--- src/rtl/core/lr_pkg.sv ---
// Package for the line rasterizer: widths, command codes and the queue entry type.
// Used by every module of the line rasterizer; depends on nothing.
package lr_pkg;

	// Coordinate and field widths
	localparam int COORD_BITS   = 11;
	localparam int DELTA_BITS   = COORD_BITS + 1;
	localparam int ERR_BITS     = COORD_BITS + 3;
	localparam int E2_BITS      = ERR_BITS + 1;
	localparam int STRIDE_BITS  = 13;
	localparam int ADDR_BITS    = 24;
	localparam int COLOR_BITS   = 8;
	localparam int PROD_BITS    = COORD_BITS + STRIDE_BITS;
	localparam int MULT_BITS    = (PROD_BITS > ADDR_BITS) ? PROD_BITS : ADDR_BITS;

	localparam logic [STRIDE_BITS-1:0] STRIDE_RESET = STRIDE_BITS'(640);

	// Command queue sizing
	localparam int QUEUE_DEPTH    = 4;
	localparam int QUEUE_PTR_BITS = $clog2(QUEUE_DEPTH);

	// Command codes
	typedef enum logic {
		CMD_START = 1'b0,
		CMD_STEP  = 1'b1
	} cmd_t;

	// Classified command as it travels from the front to the back
	typedef struct packed {
		cmd_t                          cmd;
		logic [COORD_BITS-1:0]         x0;
		logic [COORD_BITS-1:0]         y0;
		logic [COORD_BITS-1:0]         x1;
		logic [COORD_BITS-1:0]         y1;
		logic signed [DELTA_BITS-1:0]  dx;
		logic signed [DELTA_BITS-1:0]  ndy;
		logic                          step_x_neg;
		logic                          step_y_neg;
		logic signed [ERR_BITS-1:0]    err0;
		logic [COLOR_BITS-1:0]         color;
	} cmd_entry_t;

endpackage

--- src/rtl/core/lr_front.sv ---
// Front end of the line rasterizer: takes requests and classifies them.
// Computes deltas, step directions and the initial error for start commands; uses lr_pkg.
module lr_front import lr_pkg::*; (
	input  logic                  in_valid,
	output logic                  in_stall,
	input  logic                  command,
	input  logic [COORD_BITS-1:0] x_start,
	input  logic [COORD_BITS-1:0] y_start,
	input  logic [COORD_BITS-1:0] x_end,
	input  logic [COORD_BITS-1:0] y_end,
	input  logic [COLOR_BITS-1:0] line_color,
	input  logic                  queue_full,
	output logic                  push,
	output cmd_entry_t            entry
);

	logic [COORD_BITS-1:0] abs_dx;
	logic [COORD_BITS-1:0] abs_dy;
	logic signed [DELTA_BITS-1:0] dx;
	logic signed [DELTA_BITS-1:0] ndy;

	// Stall only on a full queue
	assign in_stall = queue_full;
	assign push     = in_valid && !queue_full;

	// Absolute deltas and signs
	assign abs_dx = (x_end >= x_start) ? (x_end - x_start) : (x_start - x_end);
	assign abs_dy = (y_end >= y_start) ? (y_end - y_start) : (y_start - y_end);
	assign dx     = DELTA_BITS'(abs_dx);
	assign ndy    = -DELTA_BITS'(abs_dy);

	// Build the queue entry
	always_comb begin
		entry.cmd        = cmd_t'(command);
		entry.x0         = x_start;
		entry.y0         = y_start;
		entry.x1         = x_end;
		entry.y1         = y_end;
		entry.dx         = dx;
		entry.ndy        = ndy;
		entry.step_x_neg = !(x_start < x_end);
		entry.step_y_neg = !(y_start < y_end);
		entry.err0       = ERR_BITS'(dx) + ERR_BITS'(ndy);
		entry.color      = line_color;
	end

endmodule

--- src/rtl/core/lr_queue.sv ---
// Short command queue between the front and the back of the line rasterizer.
// Register-based FIFO of classified commands; uses lr_pkg.
module lr_queue import lr_pkg::*; (
	input  logic       clk,
	input  logic       arst_n,
	input  logic       push,
	input  cmd_entry_t push_entry,
	input  logic       pop,
	output cmd_entry_t head,
	output logic       full,
	output logic       empty
);

	cmd_entry_t                mem_q [QUEUE_DEPTH];
	logic [QUEUE_PTR_BITS-1:0] wr_ptr_q;
	logic [QUEUE_PTR_BITS-1:0] rd_ptr_q;
	logic [QUEUE_PTR_BITS:0]   count_q;

	assign full  = (count_q == (QUEUE_PTR_BITS+1)'(QUEUE_DEPTH));
	assign empty = (count_q == '0);
	assign head  = mem_q[rd_ptr_q];

	// Advance pointers and count
	always_ff @(posedge clk or negedge arst_n) begin
		if (!arst_n) begin
			wr_ptr_q <= '0;
			rd_ptr_q <= '0;
			count_q  <= '0;
		end else begin
			if (push)
				wr_ptr_q <= wr_ptr_q + 1'b1;
			if (pop)
				rd_ptr_q <= rd_ptr_q + 1'b1;
			if (push && !pop)
				count_q <= count_q + 1'b1;
			else if (pop && !push)
				count_q <= count_q - 1'b1;
		end
	end

	// Store entries
	always_ff @(posedge clk) begin
		if (push)
			mem_q[wr_ptr_q] <= push_entry;
	end

	a_no_overflow: assert property (@(posedge clk) disable iff (!arst_n)
		push |-> (!full || pop))
		else $error("command queue overflow");

	a_no_underflow: assert property (@(posedge clk) disable iff (!arst_n)
		pop |-> !empty)
		else $error("command queue underflow");

	a_count_bound: assert property (@(posedge clk) disable iff (!arst_n)
		count_q <= (QUEUE_PTR_BITS+1)'(QUEUE_DEPTH))
		else $error("command queue count out of range");

endmodule

--- src/rtl/core/lr_back.sv ---
// Back end of the line rasterizer: Bresenham stepping and pixel address stage.
// Pops classified commands from lr_queue, holds the stride register; uses lr_pkg.
module lr_back import lr_pkg::*; (
	input  logic                   clk,
	input  logic                   arst_n,
	input  logic                   cfg_write,
	input  logic [STRIDE_BITS-1:0] cfg_data,
	input  cmd_entry_t             head,
	input  logic                   queue_empty,
	output logic                   pop,
	output logic                   out_valid,
	input  logic                   out_stall,
	output logic [COORD_BITS-1:0]  pixel_x,
	output logic [COORD_BITS-1:0]  pixel_y,
	output logic [ADDR_BITS-1:0]   pixel_address,
	output logic [COLOR_BITS-1:0]  pixel_color,
	output logic                   last_pixel
);

	// Line state
	logic                         busy_q;
	logic [COORD_BITS-1:0]        cur_x_q;
	logic [COORD_BITS-1:0]        cur_y_q;
	logic [COORD_BITS-1:0]        tgt_x_q;
	logic [COORD_BITS-1:0]        tgt_y_q;
	logic signed [DELTA_BITS-1:0] dx_q;
	logic signed [DELTA_BITS-1:0] ndy_q;
	logic                         sxn_q;
	logic                         syn_q;
	logic signed [ERR_BITS-1:0]   err_q;
	logic [COLOR_BITS-1:0]        color_q;
	logic [STRIDE_BITS-1:0]       stride_q;

	// Stage 1: stepped pixel
	logic                  valid_s1;
	logic [COORD_BITS-1:0] x_s1;
	logic [COORD_BITS-1:0] y_s1;
	logic [COLOR_BITS-1:0] color_s1;
	logic                  last_s1;

	// Stage 2: output register
	logic                  valid_s2;
	logic [COORD_BITS-1:0] x_s2;
	logic [COORD_BITS-1:0] y_s2;
	logic [ADDR_BITS-1:0]  addr_s2;
	logic [COLOR_BITS-1:0] color_s2;
	logic                  last_s2;

	logic                       s2_ready;
	logic                       s1_ready;
	logic                       do_start;
	logic                       do_step;
	logic                       at_target;
	logic signed [E2_BITS-1:0]  e2;
	logic                       move_x;
	logic                       move_y;
	logic signed [ERR_BITS-1:0] err_next;
	logic [MULT_BITS-1:0]       addr_wide;

	// Handshake between stages
	assign s2_ready = !valid_s2 || !out_stall;
	assign s1_ready = !valid_s1 || s2_ready;
	assign pop      = !queue_empty && s1_ready;
	assign do_start = pop && (head.cmd == CMD_START);
	assign do_step  = pop && (head.cmd == CMD_STEP) && busy_q;

	// Bresenham move decision
	assign at_target = (cur_x_q == tgt_x_q) && (cur_y_q == tgt_y_q);
	assign e2        = E2_BITS'(err_q) <<< 1;
	assign move_x    = (e2 >= E2_BITS'(ndy_q));
	assign move_y    = (e2 <= E2_BITS'(dx_q));
	assign err_next  = err_q + (move_x ? ERR_BITS'(ndy_q) : '0)
	                         + (move_y ? ERR_BITS'(dx_q) : '0);

	// Hold stride register
	always_ff @(posedge clk or negedge arst_n) begin
		if (!arst_n) begin
			stride_q <= STRIDE_RESET;
		end else if (cfg_write) begin
			stride_q <= cfg_data;
		end
	end

	// Load a line on start, advance it on step
	always_ff @(posedge clk or negedge arst_n) begin
		if (!arst_n) begin
			busy_q  <= 1'b0;
			cur_x_q <= '0;
			cur_y_q <= '0;
			tgt_x_q <= '0;
			tgt_y_q <= '0;
			dx_q    <= '0;
			ndy_q   <= '0;
			sxn_q   <= 1'b0;
			syn_q   <= 1'b0;
			err_q   <= '0;
			color_q <= '0;
		end else if (do_start) begin
			busy_q  <= 1'b1;
			cur_x_q <= head.x0;
			cur_y_q <= head.y0;
			tgt_x_q <= head.x1;
			tgt_y_q <= head.y1;
			dx_q    <= head.dx;
			ndy_q   <= head.ndy;
			sxn_q   <= head.step_x_neg;
			syn_q   <= head.step_y_neg;
			err_q   <= head.err0;
			color_q <= head.color;
		end else if (do_step) begin
			if (at_target) begin
				busy_q <= 1'b0;
			end else begin
				err_q <= err_next;
				if (move_x)
					cur_x_q <= sxn_q ? cur_x_q - 1'b1 : cur_x_q + 1'b1;
				if (move_y)
					cur_y_q <= syn_q ? cur_y_q - 1'b1 : cur_y_q + 1'b1;
			end
		end
	end

	// Stage 1 valid
	always_ff @(posedge clk or negedge arst_n) begin
		if (!arst_n) begin
			valid_s1 <= 1'b0;
		end else if (s1_ready) begin
			valid_s1 <= do_step;
		end
	end

	// Stage 1 payload
	always_ff @(posedge clk) begin
		if (do_step) begin
			x_s1     <= cur_x_q;
			y_s1     <= cur_y_q;
			color_s1 <= color_q;
			last_s1  <= at_target;
		end
	end

	// Row times stride plus column, wrapped to the address width
	assign addr_wide = MULT_BITS'(y_s1) * MULT_BITS'(stride_q) + MULT_BITS'(x_s1);

	// Stage 2 valid
	always_ff @(posedge clk or negedge arst_n) begin
		if (!arst_n) begin
			valid_s2 <= 1'b0;
		end else if (s2_ready) begin
			valid_s2 <= valid_s1;
		end
	end

	// Stage 2 payload
	always_ff @(posedge clk) begin
		if (s2_ready && valid_s1) begin
			x_s2     <= x_s1;
			y_s2     <= y_s1;
			addr_s2  <= addr_wide[ADDR_BITS-1:0];
			color_s2 <= color_s1;
			last_s2  <= last_s1;
		end
	end

	assign out_valid     = valid_s2;
	assign pixel_x       = x_s2;
	assign pixel_y       = y_s2;
	assign pixel_address = addr_s2;
	assign pixel_color   = color_s2;
	assign last_pixel    = last_s2;

	a_last_goes_idle: assert property (@(posedge clk) disable iff (!arst_n)
		(do_step && at_target) |=> !busy_q)
		else $error("engine still busy after the last pixel");

	a_step_moves: assert property (@(posedge clk) disable iff (!arst_n)
		(do_step && !at_target) |=>
		((cur_x_q != $past(cur_x_q)) || (cur_y_q != $past(cur_y_q))))
		else $error("step did not move the current pixel");

	a_s1_held: assert property (@(posedge clk) disable iff (!arst_n)
		(valid_s1 && !s2_ready) |=> (valid_s1 && $stable(x_s1) && $stable(y_s1)))
		else $error("stage 1 pixel lost while the output is stalled");

endmodule

--- src/rtl/core/line_rasterizer_unit.sv ---
// Top level of the line rasterizer: front end, command queue and back end.
// Instantiates lr_front, lr_queue and lr_back; uses lr_pkg.
//
// Bresenham line engine for all octants. A start request (command 0) loads two
// endpoints and a color and produces no pixel; each step request (command 1)
// produces one pixel with its column, row, byte address (row * frame_stride +
// column, modulo 2^24) and color, with last_pixel set on the far endpoint, after
// which the engine is idle and further steps produce nothing until the next start.
// A start while a line is active abandons that line. Requests pass through a
// four-entry command queue into the stepping engine, which retires one request per
// clock, so pixels come out at one per clock while the output is not stalled; the
// error update and the current-point compare form the loop that sets this rate.
// A step leaving the queue is registered in stage 1 (the Bresenham step), then in
// stage 2 (after the address multiply). in_stall rises only when the queue is full.
// frame_stride resets to 640; the user must write it with cfg_write and cfg_data
// only while the engine is idle, which the block itself does not enforce.
module line_rasterizer_unit import lr_pkg::*; (
	input  logic                   clk,
	input  logic                   arst_n,
	input  logic                   cfg_write,
	input  logic [STRIDE_BITS-1:0] cfg_data,
	input  logic                   in_valid,
	output logic                   in_stall,
	input  logic                   command,
	input  logic [COORD_BITS-1:0]  x_start,
	input  logic [COORD_BITS-1:0]  y_start,
	input  logic [COORD_BITS-1:0]  x_end,
	input  logic [COORD_BITS-1:0]  y_end,
	input  logic [COLOR_BITS-1:0]  line_color,
	output logic                   out_valid,
	input  logic                   out_stall,
	output logic [COORD_BITS-1:0]  pixel_x,
	output logic [COORD_BITS-1:0]  pixel_y,
	output logic [ADDR_BITS-1:0]   pixel_address,
	output logic [COLOR_BITS-1:0]  pixel_color,
	output logic                   last_pixel
);

	logic       push;
	logic       pop;
	logic       queue_full;
	logic       queue_empty;
	cmd_entry_t push_entry;
	cmd_entry_t head;

	// Classify incoming requests
	lr_front u_front (
		.in_valid   (in_valid),
		.in_stall   (in_stall),
		.command    (command),
		.x_start    (x_start),
		.y_start    (y_start),
		.x_end      (x_end),
		.y_end      (y_end),
		.line_color (line_color),
		.queue_full (queue_full),
		.push       (push),
		.entry      (push_entry)
	);

	// Buffer commands between front and back
	lr_queue u_queue (
		.clk        (clk),
		.arst_n     (arst_n),
		.push       (push),
		.push_entry (push_entry),
		.pop        (pop),
		.head       (head),
		.full       (queue_full),
		.empty      (queue_empty)
	);

	// Step lines and form pixels
	lr_back u_back (
		.clk           (clk),
		.arst_n        (arst_n),
		.cfg_write     (cfg_write),
		.cfg_data      (cfg_data),
		.head          (head),
		.queue_empty   (queue_empty),
		.pop           (pop),
		.out_valid     (out_valid),
		.out_stall     (out_stall),
		.pixel_x       (pixel_x),
		.pixel_y       (pixel_y),
		.pixel_address (pixel_address),
		.pixel_color   (pixel_color),
		.last_pixel    (last_pixel)
	);

endmodule

--- config.mk ---
export PLATFORM = sky130hd
export DESIGN_NAME = line_rasterizer_unit
export DESIGN_NICKNAME = d
export VERILOG_FILES = /design/src/rtl/core/lr_pkg.sv /design/src/rtl/core/lr_front.sv /design/src/rtl/core/lr_queue.sv /design/src/rtl/core/lr_back.sv /design/src/rtl/core/line_rasterizer_unit.sv
export SDC_FILE = /design/constraint.sdc
export NUM_CORES = 1
export LEC_CHECK = 0
export ABC_CLOCK_PERIOD_IN_PS = 15400
export BUFFER_PORTS_ARGS = -buffer_cell sky130_fd_sc_hd__buf_2
export CORE_ASPECT_RATIO = 1.1
export CORE_MARGIN = 10
export CORE_UTILIZATION = 25
export CTS_CLUSTER_DIAMETER = 200
export DETAILED_ROUTE_END_ITERATION = 6
export PLACE_DENSITY = 0.47
export SLEW_MARGIN = 20
export SYNTH_ARGS = -nofsm -noshare
export SYNTH_HDL_FRONTEND = slang
export SYNTH_SLANG_ARGS = --single-unit
--- constraint.sdc ---
create_clock -name clk -period 15.4 [get_ports clk]
set_input_delay 3.85 -clock clk [delete_from_list [all_inputs] [get_ports clk]]
set_output_delay 3.85 -clock clk [all_outputs]
set_load 0.02 [all_outputs]
==> metrics <==
status finished, final reports clean; max cap viols 0; Hold Path Sink u_back.pixel_color[2]; post-CTS sizing 0; Die Footprint 137,000 µm²; sequential share of the synthesized area 53.4%; Fin. Hold Viols 0; Top FF cell, synth edfxtp_1; Cells after DPL 4,053; Final TNS setup 0 ns; FF/Latch Area 16,400 µm²; Fill cells 12,500; Final period util between 50% and 60%; clock sink count ~560; Fin Clk Skew 0.0174 ns; Worst Path Required between 15 and 20 ns; mapped cell area 30,700 µm²; Die Y 387 µm; Clock transition at path regs approximately 0.060 ns; worst rel slew slack 36.4%; clock period minus worst slack 8.25 ns; most frequent cells in the layout 450 x edfxtp_1, 305 x nand2_1, 296 x inv_1; clock root cell clkbuf_16; hold-fix buffers at CTS 0; total grt overflow 0; Post-DP HPWL 57.5 mm; Port-buffer cells 127; Arr. time, crit path roughly 8.6 ns; clk_lat worst skew 0.64 ns; vias in the first global route 18,900; CP endpoint kind flip-flop; Die Wd 354 µm; f_max 121 MHz; Initial Util 25.2%; r2r startpoint u_back.y_s1[6]; via count 18,000; Num CTS Buffers between 60 and 70; top post-synthesis cells by area edfxtp_1 44%, dfrtp_1 9.1%, fa_1 8.4%, ha_1 7.4%, mux4_2 6.7%; # DRC 0; largest net degree at the start of global routing between 80 and 90; r2r worst-path depth 18; initial antenna violation count 7; synthesis-to-finish area growth 15.6%; WL per Instance 18.6 µm; GRT Total Usage a little under an eighth; final wirelength 77.7 mm; DRT Pass-1 Iters 6; Hold Path Depth 0; Syn Inst Count roughly 2,400; Warnings, synthesis 0; actual slew at the worst max-slew pin 0.954 ns; RR Endpoint u_back.pixel_address[23]; register bit total from synthesis between 500 and 600; Crit Path Class in -> reg; min-delay src u_back.color_s1[2]; clock buffer depth 3; placement row count roughly 130; final setup fails 0; global-route wire length before repair ~120 mm; layout net count around 2,900; Max Slew Vio Count 0; initial drt markers 1,035; Worst Hold Slack 0.422 ns; num ports 128; synthesized area per cell 13.0 µm²; crit path max fanout 9; post-layout util 29.2%; FF-to-FF setup slack 9.60 ns; core area about 120,000 µm²; non-filler cells, final 4,178; share of cells above drive strength 1 15.1%; routability congestion estimate 0.799; Async SR Flop Fraction 20.2%; Hold Crit Class reg -> reg; crit path launch type primary input; Post-CTS Setup Bufs 0; Antenna Violating Nets Remaining 0; number of flops mapped to enable cells by yosys 450; RSZ-0062 raised after global routing no; CTS tree done; Multi-input gate area 12,900 µm²; top cell type's share of synthesized area approximately 44%; Distinct cells, synth 76; area leader, netlist edfxtp_1; most common cell after layout, fill and taps aside edfxtp_1; H-Tree Depth 3; Syn Nets 2,747; Avg Vias per Cell around 4.3
-- worst max path at each step --
stage                    start                    to  slack [ns]
finish              x_start[4]  u_queue.mem_q[3][18]        7.15
global route        x_start[4]  u_queue.mem_q[1][18]        6.55
CTS                 x_start[4]  u_queue.mem_q[0][18]        7.18
detailed placement  x_start[4]  u_queue.mem_q[2][18]        6.51
global placement    y_start[4]  u_queue.mem_q[0][18]        6.52
floorplan            out_stall     u_back.last_pixel        7.00
-- worst max-delay path, stage by stage --
cell      delay (ns)
buf_2           0.14
inv_1           0.06
ha_1            0.46
nand3_1         0.17
o21bai_1        0.19
a31oi_1         0.27
o221ai_1        0.35
nand2_1         0.45
mux2i_1         0.31
xor2_1          0.45
ha_1            0.36
inv_1           0.08
nor2_1          0.05
nor2_1          0.16
o21bai_1        0.09
a21oi_1         0.25
o21bai_1        0.09
a21oi_1         0.27
o21ai_0         0.18
nor3_1          0.39
-- stage by stage --
stage	instance area [µm²]	worst slack (ns)
4_1_cts	35400	7.18
6_report	35400	7.15
5_1_grt	35400	6.55
3_5_place_dp	33200	6.51
2_1_floorplan	30700	7.00
3_3_place_gp	33200	6.52
-- final cells by class --
cell class / count / share of cell area, %
diodes: 2 / 0.0141
clock buffers: 83 / 5.14
clock inverters: 40 / 1.30
inverters: 296 / 3.14
multi-input cells: 1418 / 36.3
flip-flops and latches: 564 / 46.2
well taps: 1632 / 5.76
repair buffers: 143 / 2.15
-- per-layer routing --
layer | global-route usage, % | routed length, µm | vias to the layer above
met5 | 0 | 44 | -
met4 | 3.79 | 2030 | 8
met3 | 1.85 | 3020 | 110
met2 | 18.7 | 37400 | 305
met1 | 14.8 | 35200 | 8990
li1 | - | - | 8537
-- sequential cells by signal, indices dropped and copies added (netlist names), 12 cells and up --
name / flops
u_back.err_q: 14
u_back.ndy_q: 12
u_back.pixel_address: 24
u_back.stride_q: 13
u_queue.mem_q: 364
-- cells in the mapped netlist, types with 8 or more instances --
| cell | n |
|---|---|
| a21o_1 | 23 |
| a21oi_1 | 93 |
| a31oi_1 | 10 |
| and2_1 | 69 |
| and3_1 | 8 |
| buf_1 | 13 |
| clkbuf_1 | 68 |
| dfrtp_1 | 112 |
| edfxtp_1 | 450 |
| fa_1 | 129 |
| ha_1 | 181 |
| inv_1 | 296 |
| mux2_2 | 18 |
| mux2i_1 | 28 |
| mux4_2 | 91 |
| nand2_1 | 305 |
| nand2b_1 | 11 |
| nand3_1 | 24 |
| nand4_1 | 12 |
| nor2_1 | 70 |
| nor2b_1 | 14 |
| nor3_1 | 20 |
| o21a_1 | 12 |
| o21ai_0 | 87 |
| o21bai_1 | 15 |
| xnor2_1 | 79 |
| xor2_1 | 24 |
-- cell families after synthesis --
logic type                 share of synthesized area (%)
AOI/OAI and AO/OA                                   6.18
DFF                                                 53.4
xor gates and xnor gates                            3.12
and+or+nand+nor                                     8.43
muxes                                               8.30
adders and majority gates                           15.8
buffers and inverters                               4.78
Power is left out: the tool's default activity adds up to more than one toggle a clock period on the data nets, which glitch-free logic cannot reach.
